<file path="config.mk">
export PLATFORM = sky130hd
export DESIGN_NAME = block_linear_deswizzle_address_top
export DESIGN_NICKNAME = d
export VERILOG_FILES = /design/src/design/bld_pkg.sv /design/src/design/bld_cfg.sv /design/src/design/bld_pipe.sv /design/src/design/block_linear_deswizzle_address_top.sv
export SDC_FILE = /design/constraint.sdc
export NUM_CORES = 2
export LEC_CHECK = 0
export BUFFER_PORTS_ARGS = -buffer_cell sky130_fd_sc_hd__buf_2
export CORE_UTILIZATION = 58
export CTS_CLUSTER_DIAMETER = 50
export CTS_CLUSTER_SIZE = 10
export DETAILED_ROUTE_END_ITERATION = 10
export PLACE_DENSITY_LB_ADDON = 0.3
export SETUP_SLACK_MARGIN = 0.2
export SLEW_MARGIN = 20
export SYNTH_ARGS = -nofsm -noshare
export SYNTH_HDL_FRONTEND = slang
export SYNTH_SLANG_ARGS = --single-unit
</file>
<file path="constraint.sdc">
create_clock -name i_clk -period 9.1 [get_ports i_clk]
set_input_delay 1.365 -clock i_clk [delete_from_list [all_inputs] [get_ports i_clk]]
set_output_delay 1.365 -clock i_clk [all_outputs]
set_load 0.02 [all_outputs]
</file>
<file path="src/design/bld_pkg.sv">
// Shared types and constants of the block-linear deswizzle address generator.
`timescale 1ns / 1ps

package bld_pkg;

    // Fixed field widths
    localparam int X_W      = 12;   // block_x / block_y
    localparam int OFF_W    = 28;   // source_offset / dest_offset
    localparam int IMG_W    = 15;   // image_width / image_height
    localparam int BPB_W    = 3;    // bytes_per_block_log2
    localparam int DL_W     = 29;   // data_length
    localparam int CFG_IDX_W = 2;
    localparam int LOW_W    = 10;   // interleaved low address bits
    localparam int NUM_STEPS = 3;   // interleave passes at most

    // Register reset values
    localparam logic [IMG_W-1:0] IMG_W_RST = IMG_W'(16);
    localparam logic [IMG_W-1:0] IMG_H_RST = IMG_W'(16);
    localparam logic [BPB_W-1:0] BPB_RST   = BPB_W'(4);
    localparam logic [DL_W-1:0]  DL_RST    = '0;

    // Register indexes of the configuration port
    typedef enum logic [CFG_IDX_W-1:0] {
        REG_IMAGE_WIDTH  = 2'd0,
        REG_IMAGE_HEIGHT = 2'd1,
        REG_BPB_LOG2     = 2'd2,
        REG_DATA_LENGTH  = 2'd3
    } t_reg_idx;

    // One interleave pass: x bits then y bits at offset xo+yo
    typedef struct packed {
        logic       act;
        logic       xc;    // x bits taken (0 or 1)
        logic [2:0] yc;    // y bits taken (0..4)
        logic [1:0] xo;    // x bits used before this pass
        logic [2:0] yo;    // y bits used before this pass
    } t_swz_step;

    // Swizzle schedule derived from the configuration
    typedef struct packed {
        t_swz_step [NUM_STEPS-1:0] step;
        logic [1:0] xu;    // total x bits interleaved
        logic [2:0] yu;    // total y bits interleaved
        logic       p4;    // 16-byte blocks (else 8-byte)
    } t_swz;

endpackage

</file>
<file path="src/design/bld_cfg.sv">
// Configuration registers and derived block-grid geometry.
`timescale 1ns / 1ps

module bld_cfg
    import bld_pkg::*;
#(
    parameter int MAX_BLOCKS_PER_SIDE = 4096,
    localparam int BLK_W = $clog2(MAX_BLOCKS_PER_SIDE + 1),
    localparam int LG_W  = $clog2(BLK_W + 1)
) (
    input  logic                 i_clk,
    input  logic                 i_rst_n,
    input  logic                 i_cfg_valid,
    output logic                 o_cfg_ready,
    input  logic [CFG_IDX_W-1:0] i_cfg_index,
    input  logic [DL_W-1:0]      i_cfg_data,
    output t_swz                 o_swz,
    output logic [BLK_W-1:0]     o_bw,
    output logic [BLK_W:0]       o_row_sh,
    output logic [DL_W-1:0]      o_dl
);

    logic [IMG_W-1:0] r_img_w;
    logic [IMG_W-1:0] r_img_h;
    logic [BPB_W-1:0] r_bpb_lg;
    logic [DL_W-1:0]  r_dl;

    t_swz             r_swz, n_swz;
    logic [BLK_W-1:0] r_bw, n_bw;
    logic [BLK_W:0]   r_row_sh, n_row_sh;

    logic [BLK_W-1:0] bh;
    logic [LG_W-1:0]  xb, yb;
    logic             p4;
    logic [BLK_W:0]   row;

    // schedule walk temporaries
    logic             run;
    logic             xc;
    logic [2:0]       yc;
    logic [1:0]       xu;
    logic [2:0]       yu;
    logic [4:0]       ydiff, ydbl;

    // ceil(log2(v)), zero for zero
    function automatic logic [LG_W-1:0] log2c(input logic [BLK_W-1:0] v);
        logic [LG_W-1:0] r;
        r = '0;
        for (int n = BLK_W; n >= 0; n--) begin
            if (((BLK_W + 1)'(1) << n) >= (BLK_W + 1)'(v)) r = LG_W'(n);
        end
        return r;
    endfunction

    // half of 2^k plus a third of that half
    function automatic logic [15:0] near_pow_lim(input logic [3:0] k);
        logic [15:0] r;
        case (k)
            4'd0:    r = 16'd0;
            4'd1:    r = 16'd1;
            4'd2:    r = 16'd2;
            4'd3:    r = 16'd5;
            4'd4:    r = 16'd10;
            4'd5:    r = 16'd21;
            4'd6:    r = 16'd42;
            4'd7:    r = 16'd85;
            4'd8:    r = 16'd170;
            4'd9:    r = 16'd341;
            4'd10:   r = 16'd682;
            4'd11:   r = 16'd1365;
            4'd12:   r = 16'd2730;
            4'd13:   r = 16'd5461;
            default: r = 16'd0;
        endcase
        return r;
    endfunction

    // pixel count to block count, saturated
    function automatic logic [BLK_W-1:0] blocks_of(input logic [IMG_W-1:0] px);
        logic [IMG_W+1:0] b;
        b = ((IMG_W + 2)'(px) + (IMG_W + 2)'(3)) >> 2;
        if (b > (IMG_W + 2)'(MAX_BLOCKS_PER_SIDE)) return BLK_W'(MAX_BLOCKS_PER_SIDE);
        return BLK_W'(b);
    endfunction

    // Write registers
    always_ff @(posedge i_clk) begin
        if (!i_rst_n) begin
            r_img_w  <= IMG_W_RST;
            r_img_h  <= IMG_H_RST;
            r_bpb_lg <= BPB_RST;
            r_dl     <= DL_RST;
        end else if (i_cfg_valid) begin
            case (t_reg_idx'(i_cfg_index))
                REG_IMAGE_WIDTH:  r_img_w  <= i_cfg_data[IMG_W-1:0];
                REG_IMAGE_HEIGHT: r_img_h  <= i_cfg_data[IMG_W-1:0];
                REG_BPB_LOG2:     r_bpb_lg <= i_cfg_data[BPB_W-1:0];
                REG_DATA_LENGTH:  r_dl     <= i_cfg_data;
                default: ;
            endcase
        end
    end

    // Derive grid size, bit counts and interleave schedule
    always_comb begin
        p4   = (r_bpb_lg >= BPB_W'(4));
        n_bw = blocks_of(r_img_w);
        bh   = blocks_of(r_img_h);
        xb   = log2c(n_bw);
        yb   = log2c(bh);

        // drop one y bit for heights just over a power of two
        if ((|(bh & (bh - BLK_W'(1)))) && (16'(bh) <= near_pow_lim(4'(yb)))
            && (yb > LG_W'(3))) begin
            yb = yb - LG_W'(1);
        end

        // pad row width to a multiple of 4 or 8 blocks
        if (p4) row = ((BLK_W + 1)'(n_bw) + (BLK_W + 1)'(3)) & ~(BLK_W + 1)'(3);
        else    row = ((BLK_W + 1)'(n_bw) + (BLK_W + 1)'(7)) & ~(BLK_W + 1)'(7);

        // walk the interleave passes
        run   = 1'b1;
        xc    = !p4;
        yc    = 3'd1;
        xu    = 2'd0;
        yu    = 3'd0;
        ydiff = '0;
        ydbl  = '0;
        n_swz = '0;
        for (int i = 0; i < NUM_STEPS; i++) begin
            if (run && (3'(xu) < (p4 ? 3'd2 : 3'd3))
                && ((5'(xu) + 5'(xc)) < 5'(xb))) begin
                n_swz.step[i].act = 1'b1;
                n_swz.step[i].xc  = xc;
                n_swz.step[i].yc  = yc;
                n_swz.step[i].xo  = xu;
                n_swz.step[i].yo  = yu;
                xu = xu + 2'(xc);
                yu = yu + yc;
                xc = (5'(xb) > 5'(xu));
                ydbl = 5'(yc) << 1;
                if (5'(yb) <= 5'(yu)) begin
                    yc = 3'd0;
                end else begin
                    ydiff = 5'(yb) - 5'(yu);
                    yc = 3'((ydiff < ydbl) ? ydiff : ydbl);
                end
            end else begin
                run = 1'b0;
            end
        end
        n_swz.xu = xu;
        n_swz.yu = yu;
        n_swz.p4 = p4;
        n_row_sh = row >> xu;
    end

    // Hold derived geometry
    always_ff @(posedge i_clk) begin
        r_swz    <= n_swz;
        r_bw     <= n_bw;
        r_row_sh <= n_row_sh;
    end

    assign o_cfg_ready = 1'b1;
    assign o_swz       = r_swz;
    assign o_bw        = r_bw;
    assign o_row_sh    = r_row_sh;
    assign o_dl        = r_dl;

endmodule

</file>
<file path="src/design/bld_pipe.sv">
// Four-stage address pipeline: interleave, multiply, assemble and bound check.
`timescale 1ns / 1ps

module bld_pipe
    import bld_pkg::*;
#(
    parameter int MAX_BLOCKS_PER_SIDE = 4096,
    localparam int BLK_W = $clog2(MAX_BLOCKS_PER_SIDE + 1),
    localparam int PW    = X_W + BLK_W + 1,
    localparam int SRC_W = PW + 1 + LOW_W + 4,
    localparam int DST_W = PW + 4,
    localparam int CMP_W = SRC_W + 1
) (
    input  logic             i_clk,
    input  logic             i_rst_n,
    input  logic             i_in_valid,
    output logic             o_in_ready,
    input  logic [X_W-1:0]   i_x,
    input  logic [X_W-1:0]   i_y,
    output logic             o_out_valid,
    input  logic             i_out_ready,
    output logic [OFF_W-1:0] o_src,
    output logic [OFF_W-1:0] o_dst,
    output logic             o_ok,
    input  t_swz             i_swz,
    input  logic [BLK_W-1:0] i_bw,
    input  logic [BLK_W:0]   i_row_sh,
    input  logic [DL_W-1:0]  i_dl
);

    logic en1, en2, en3, en4;

    logic                 r_s1_v, r_s2_v, r_s3_v, r_s4_v;
    logic [X_W-1:0]       r_s1_x, r_s1_y;
    logic [LOW_W-1:0]     r_s2_low, r_s3_low;
    logic [X_W-1:0]       r_s2_x, r_s2_xr, r_s2_yr, r_s3_xr;
    logic [X_W+BLK_W-1:0] r_s2_dmul;
    logic [PW-1:0]        r_s3_smul;
    logic [DST_W-1:0]     r_s3_dst;
    logic                 r_s3_dok;
    logic [OFF_W-1:0]     r_s4_src, r_s4_dst;
    logic                 r_s4_ok;

    logic [LOW_W-1:0]     n_low;
    logic [X_W-1:0]       xs, ys;
    logic                 xf;
    logic [3:0]           yf, ymask;
    logic [4:0]           fld;
    logic [X_W+BLK_W-1:0] n_dmul;
    logic [PW-1:0]        n_smul, dsum;
    logic [DST_W-1:0]     n_dst;
    logic [PW:0]          ssum;
    logic [SRC_W-1:0]     src;
    logic [CMP_W-1:0]     bpb;

    // Ready ripples back; a stage loads when empty or draining
    assign en4        = !r_s4_v || i_out_ready;
    assign en3        = !r_s3_v || en4;
    assign en2        = !r_s2_v || en3;
    assign en1        = !r_s1_v || en2;
    assign o_in_ready = en1;
    assign bpb        = i_swz.p4 ? CMP_W'(16) : CMP_W'(8);

    // Advance valid bits
    always_ff @(posedge i_clk) begin
        if (!i_rst_n) begin
            r_s1_v <= 1'b0;
            r_s2_v <= 1'b0;
            r_s3_v <= 1'b0;
            r_s4_v <= 1'b0;
        end else begin
            if (en1) r_s1_v <= i_in_valid;
            if (en2) r_s2_v <= r_s1_v;
            if (en3) r_s3_v <= r_s2_v;
            if (en4) r_s4_v <= r_s3_v;
        end
    end

    // Stage 1: capture coordinates
    always_ff @(posedge i_clk) begin
        if (en1 && i_in_valid) begin
            r_s1_x <= i_x;
            r_s1_y <= i_y;
        end
    end

    // Stage 2: interleave low bits, split off high bits, row product of linear offset
    always_comb begin
        n_low = '0;
        xs    = '0;
        ys    = '0;
        xf    = 1'b0;
        yf    = '0;
        ymask = '0;
        fld   = '0;
        for (int i = 0; i < NUM_STEPS; i++) begin
            if (i_swz.step[i].act) begin
                xs    = r_s1_x >> i_swz.step[i].xo;
                ys    = r_s1_y >> i_swz.step[i].yo;
                xf    = xs[0] & i_swz.step[i].xc;
                ymask = 4'((5'd1 << i_swz.step[i].yc) - 5'd1);
                yf    = ys[3:0] & ymask;
                fld   = (5'(yf) << i_swz.step[i].xc) | 5'(xf);
                n_low = n_low | (LOW_W'(fld)
                        << (4'(i_swz.step[i].xo) + 4'(i_swz.step[i].yo)));
            end
        end
        n_dmul = (X_W + BLK_W)'(r_s1_y) * (X_W + BLK_W)'(i_bw);
    end

    always_ff @(posedge i_clk) begin
        if (en2 && r_s1_v) begin
            r_s2_low  <= n_low;
            r_s2_x    <= r_s1_x;
            r_s2_xr   <= r_s1_x >> i_swz.xu;
            r_s2_yr   <= r_s1_y >> i_swz.yu;
            r_s2_dmul <= n_dmul;
        end
    end

    // Stage 3: swizzled row product, finish and check linear offset
    always_comb begin
        n_smul = PW'(r_s2_yr) * PW'(i_row_sh);
        dsum   = PW'(r_s2_dmul) + PW'(r_s2_x);
        n_dst  = DST_W'(dsum) << (i_swz.p4 ? 3'd4 : 3'd3);
    end

    always_ff @(posedge i_clk) begin
        if (en3 && r_s2_v) begin
            r_s3_smul <= n_smul;
            r_s3_xr   <= r_s2_xr;
            r_s3_low  <= r_s2_low;
            r_s3_dst  <= n_dst;
            r_s3_dok  <= (CMP_W'(n_dst) + bpb) <= CMP_W'(i_dl);
        end
    end

    // Stage 4: assemble swizzled offset and check it
    always_comb begin
        ssum = (PW + 1)'(r_s3_smul) + (PW + 1)'(r_s3_xr);
        src  = (SRC_W'(ssum) << (4'(i_swz.xu) + 4'(i_swz.yu))) | SRC_W'(r_s3_low);
        src  = src << (i_swz.p4 ? 3'd4 : 3'd3);
    end

    always_ff @(posedge i_clk) begin
        if (en4 && r_s3_v) begin
            r_s4_src <= OFF_W'(src);
            r_s4_dst <= OFF_W'(r_s3_dst);
            r_s4_ok  <= r_s3_dok && ((CMP_W'(src) + bpb) <= CMP_W'(i_dl));
        end
    end

    assign o_out_valid = r_s4_v;
    assign o_src       = r_s4_src;
    assign o_dst       = r_s4_dst;
    assign o_ok        = r_s4_ok;

    // An accepted beat always lands in stage 1
    a_accept_lands: assert property (@(posedge i_clk) disable iff (!i_rst_n)
        i_in_valid && o_in_ready |=> r_s1_v)
        else $error("accepted beat lost at stage 1");

    // A stalled middle stage keeps its item
    a_stage2_hold: assert property (@(posedge i_clk) disable iff (!i_rst_n)
        r_s2_v && !en3 |=> r_s2_v && $stable(r_s2_xr) && $stable(r_s2_dmul))
        else $error("stage 2 item changed while stalled");

    // Offsets are whole blocks of at least eight bytes
    a_offset_align: assert property (@(posedge i_clk) disable iff (!i_rst_n)
        r_s4_v |-> (r_s4_src[2:0] == 3'd0) && (r_s4_dst[2:0] == 3'd0))
        else $error("offset not block aligned");

    // A copy is only valid when the data holds at least one block
    a_ok_needs_data: assert property (@(posedge i_clk) disable iff (!i_rst_n)
        r_s4_v && r_s4_ok |-> (i_dl >= DL_W'(8)))
        else $error("copy flagged valid with too little data");

    // A full, stalled pipeline takes no new beat
    a_full_stall: assert property (@(posedge i_clk) disable iff (!i_rst_n)
        r_s1_v && r_s2_v && r_s3_v && r_s4_v && !i_out_ready |-> !o_in_ready)
        else $error("input accepted into a full pipeline");

endmodule

</file>
<file path="src/design/block_linear_deswizzle_address_top.sv">
// Top level of the block-linear deswizzle address generator.
//
//  Channel  Dir  Handshake                  Payload
//  s        in   i_s_tvalid / o_s_tready    tdata: block_x, block_y
//  m        out  o_m_tvalid / i_m_tready    tdata: source_offset, dest_offset
//                                           tuser: copy_valid
//  cfg      in   i_cfg_valid / o_cfg_ready  index, data (always ready)
//
// One block address per cycle while the master side takes results; an accepted beat passes
// through the four register stages of the address pipeline to its result on the master side.
// Derived grid geometry is registered behind the configuration registers.
// Synchronous active-low reset clears the stage valid bits and the registers to
// 16 x 16 pixels, 16-byte blocks and zero data length.
// Each stage loads when empty or draining, so bubbles collapse under a stall.
`timescale 1ns / 1ps

module block_linear_deswizzle_address_top
    import bld_pkg::*;
#(
    parameter int MAX_BLOCKS_PER_SIDE = 4096
) (
    input  logic                 i_clk,
    input  logic                 i_rst_n,
    // input beats
    input  logic                 i_s_tvalid,
    output logic                 o_s_tready,
    input  logic [23:0]          i_s_tdata,   // [11:0] block_x, [23:12] block_y
    // result beats
    output logic                 o_m_tvalid,
    input  logic                 i_m_tready,
    output logic [55:0]          o_m_tdata,   // [27:0] source_offset, [55:28] dest_offset
    output logic [0:0]           o_m_tuser,   // [0] copy_valid
    // register writes
    input  logic                 i_cfg_valid,
    output logic                 o_cfg_ready,
    input  logic [CFG_IDX_W-1:0] i_cfg_index,
    input  logic [DL_W-1:0]      i_cfg_data
);

    localparam int BLK_W = $clog2(MAX_BLOCKS_PER_SIDE + 1);

    t_swz             swz;
    logic [BLK_W-1:0] bw;
    logic [BLK_W:0]   row_sh;
    logic [DL_W-1:0]  dl;
    logic [OFF_W-1:0] src, dst;
    logic             ok;

    // Registers and geometry
    bld_cfg #(
        .MAX_BLOCKS_PER_SIDE(MAX_BLOCKS_PER_SIDE)
    ) u_cfg (
        .i_clk       (i_clk),
        .i_rst_n     (i_rst_n),
        .i_cfg_valid (i_cfg_valid),
        .o_cfg_ready (o_cfg_ready),
        .i_cfg_index (i_cfg_index),
        .i_cfg_data  (i_cfg_data),
        .o_swz       (swz),
        .o_bw        (bw),
        .o_row_sh    (row_sh),
        .o_dl        (dl)
    );

    // Address pipeline
    bld_pipe #(
        .MAX_BLOCKS_PER_SIDE(MAX_BLOCKS_PER_SIDE)
    ) u_pipe (
        .i_clk       (i_clk),
        .i_rst_n     (i_rst_n),
        .i_in_valid  (i_s_tvalid),
        .o_in_ready  (o_s_tready),
        .i_x         (i_s_tdata[11:0]),
        .i_y         (i_s_tdata[23:12]),
        .o_out_valid (o_m_tvalid),
        .i_out_ready (i_m_tready),
        .o_src       (src),
        .o_dst       (dst),
        .o_ok        (ok),
        .i_swz       (swz),
        .i_bw        (bw),
        .i_row_sh    (row_sh),
        .i_dl        (dl)
    );

    assign o_m_tdata = {dst, src};
    assign o_m_tuser = ok;

endmodule

</file>
==> results by group <==
Critical path
  – Critical Path RT: just under 10 ns
  – Register-to-register setup slack: 0.72 ns
  – Worst r2r src: u_cfg.r_img_h[13]
  – Startpoint types: flop
  – Largest stage delay on the critical path: 0.54 ns
  – Crit path max-delay cell type: or4_4
  – Worst path bufs/invs: 4
  – WP data arrival: 8.90 ns
  – Critical R2R Capture: u_cfg.o_swz[3]
  – Maximum fanout along the worst path: 5
  – Critical path's most frequent cell: ha_1
  – Top delay family on crit path: simple AND/OR/NAND/NOR gates
  – Critical path capture point type: flop
  – Reg2Reg Depth: 41
  – Crit Path Class: reg -> reg

Global routing
  – Vias in the first global route: 27100
  – Initial antenna violation count: 0
  – All-Layer GR Usage: 29.64%
  – Largest net degree at the start of global routing: 78
  – Global route total overflow: 0
  – First-pass GRT wire length: 141400 um

Timing
  – Final critical-path share of the clock period: about 92%
  – Fmax: 0.1193 GHz
  – Final hold vios: 0
  – Fin Setup TNS: 0 ns
  – RSZ-0062 raised after global routing: no
  – Slew headroom: approximately 28%
  – Worst Tran Pin Value: 1.073 ns
  – Worst Skew: 0.04191 ns
  – Crit path time final: 8.379 ns
  – Final worst slack: roughly 0.72 ns
  – Count of pins over their slew limit: 0
  – Finish-stage setup viols: 0

Logic synthesis
  – Yosys warnings: 0
  – Netlist cell types: between 100 and 150
  – #FFs+latches synth: roughly 350
  – Post-synth top area share: ~20%
  – Mapped Cells: 3784
  – Simple-Gate Fraction of Synth Area: a little under a fifth
  – Ranking of synthesized cells by area: edfxtp_1 (20%), fa_1 (14%), ha_1 (9.4%), dfxtp_1 (6.9%), nand2_1 (6.2%)
  – Number of flops mapped to enable cells by yosys: ~230
  – Synthesized area per cell: 8.936 sq um
  – Synth Area in Compound Gates: 15.76%
  – Synth Cell Area: 33810 sq um
  – Mux contribution to synthesized area: 4.244%
  – Yosys top cell by area: edfxtp_1
  – Synth Flop Type: edfxtp_1
  – Xor/xnor share of the synthesized area: ~3.7%
  – Ys async rst share: 0%
  – Post-synthesis share of cell area spent on full adders, half adders and majority gates: a little under a quarter
  – Proportion of synthesized chip area in sequential cells: 27.21%
  – Largest family of logic cells by synthesized area: adder cells

Floorplan
  – Row count: 88
  – Area of the core: between 50000 and 60000 sq um
  – Die Area: 59270 sq um
  – Die Y: approximately 240 um
  – Initial core utilization: 58.61%
  – DIE WIDTH: 243.5 um
  – I/O pins: 120

Power and ir drop
  – Peak VDD IR: 0.0002460 V
  – Leak Pwr: 15.78 nW
  – Total power: between 10 and 15 mW
  – Power density over the cells: roughly 320 nW/um^2

Clocking
  – Clk_lat worst skew: 0.63 ns
  – H-tree depth: 2
  – Root Driver: clkbuf_16
  – Max Buffers Root-to-Sink: 3
  – Clock buffer count from CTS: 51
  – CTS Sinks: 345
  – CTS tree: done
  – Clock-pin slew on the worst setup and hold paths: 0.06 ns

Route
  – Router iterations before antenna repair: 8
  – 1st-iter DRT viols: approximately 2300
  – Vias/cell: 6.065
  – DRC: 0
  – Post-DRT Antenna Nets: 0
  – Final wirelength: 87790 um
  – Vias: around 28000
  – Detailed-route wire length per cell: 18.98 um

Place
  – Count of input and output buffers: 118
  – Dpl hpwl: about 67000 um
  – Placer congestion estimate: ~0.97
  – Placed Cells: around 4500
  – Pre-CTS WS: 0.01039 ns

Worst hold path
  – Hold Startpoint: u_pipe.r_s3_dst[7]
  – Worst hold endpoint: u_pipe.o_dst[7]
  – Worst Hold Class: reg -> reg
  – Hold depth: 0

Cells and area
  – Share of layout cells above drive strength 1: 10.16%
  – Post-route insts no fill: 4625
  – Commonest non-fill, non-tap cells in the layout: nand2_1 (555), inv_1 (357), ha_1 (253)
  – Final core occ: 63.94%
  – Most common cell after layout, fill and taps aside: nand2_1
  – Layout area overhead: 9.103%
  – Nets@finish: roughly 4400

Job
  – Max_cap viols: 0

Status
  – Status: finished, final reports clean
## cells by family after synthesis
logic type                 Yosys count
xor gates and xnor gates           142
other                                2
muxes                              125
DFF                                345
and+or+nand+nor                   1349
buffers and inverters              568
adders and majority gates          491
AOI/OAI and AO/OA                  762
## timing repair
action / CTS / global route
gates resized for setup: 4 / 27
setup buffers: 0 / 2
pin swaps: 0 / 6
hold buffers: 0 / 0
cloned: 0 / 0
endpoints found under the setup margin: 2 / 4
## routing by layer
metal  vias to the layer above  share of wire [%]  global-route usage [%]
met5                         -                  0                       0
met4                         0                3.4                   10.28
met3                       191                7.9                   5.519
met2                      1150                 46                   47.60
met1                     13470                 43                   40.18
li1                      13240                  -                       -
## final cells by class
cell class	instances	area, sq um
tap	765	957.2
sequential	345	9204
antenna	1	2.502
multi-input combinational	2885	22690
inverter	364	1366
clock inverter	21	271.5
clock buffer	75	1408
fill	4773	20810
timing repair buffer	169	993.5
## registers in the layout, indices dropped and copies added, names as in the netlist, 10 cells and up
register and flops:
u_cfg.o_dl 29, u_pipe.o_dst 28, u_pipe.o_src 28, u_pipe.r_s3_dst 28, u_pipe.r_s3_smul 26, u_cfg.o_swz 25
u_pipe.r_s2_dmul 25, u_cfg.r_img_h 15, u_cfg.r_img_w 15, u_cfg.o_row_sh 14, u_cfg.o_bw 13, u_pipe.r_s1_x 12
u_pipe.r_s1_y 12, u_pipe.r_s2_x 12, u_pipe.r_s2_xr 12, u_pipe.r_s2_yr 12, u_pipe.r_s3_xr 12, u_pipe.r_s2_low 10
u_pipe.r_s3_low 10
## worst max-delay path by stage
stage / startpoint / depth (start not counted) / endpoint / slack [ns]
CTS: u_cfg.r_img_h[5] / 46 / u_cfg.o_swz[3] / 0.27
floorplan: u_cfg.r_img_h[3] / 41 / u_cfg.o_swz[2] / 0.36
finish: u_cfg.r_img_h[13] / 41 / u_cfg.o_swz[3] / 0.72
global route: u_cfg.r_img_h[13] / 43 / u_cfg.o_swz[3] / 0.20
detailed placement: u_cfg.r_img_h[5] / 44 / u_cfg.o_swz[2] / 0.01
global placement: u_cfg.r_img_h[3] / 40 / u_cfg.o_swz[2] / 0.006
## synthesized netlist by cell type (39+ instances only)
cell	number
a21o_1	39
o21ai_0	105
inv_1	360
nand2_1	555
and2_1	142
nand3_1	81
a21oi_1	179
xor2_1	41
mux2i_1	88
edfxtp_1	229
a21boi_0	72
clkbuf_1	157
nor3_1	82
ha_1	254
xnor2_1	100
dfxtp_1	116
nor2_1	225
fa_1	237
nand4_1	39
## through the flow
stage          hold WS [ns]  area (sq um)
2_1_floorplan        0.4003         33870
3_3_place_gp         0.4004         35010
3_5_place_dp         0.4045         35010
4_1_cts              0.4080         36720
5_1_grt              0.4086         36890
6_report             0.4149         36890
## report_power, final
part / switching [mW] / internal [mW]
Combinational: 4.70 / 3.01
Sequential: 0.304 / 2.03
Clock: 0.770 / 1.15
Total: 5.78 / 6.19
(Power assumes the default switching activity.)
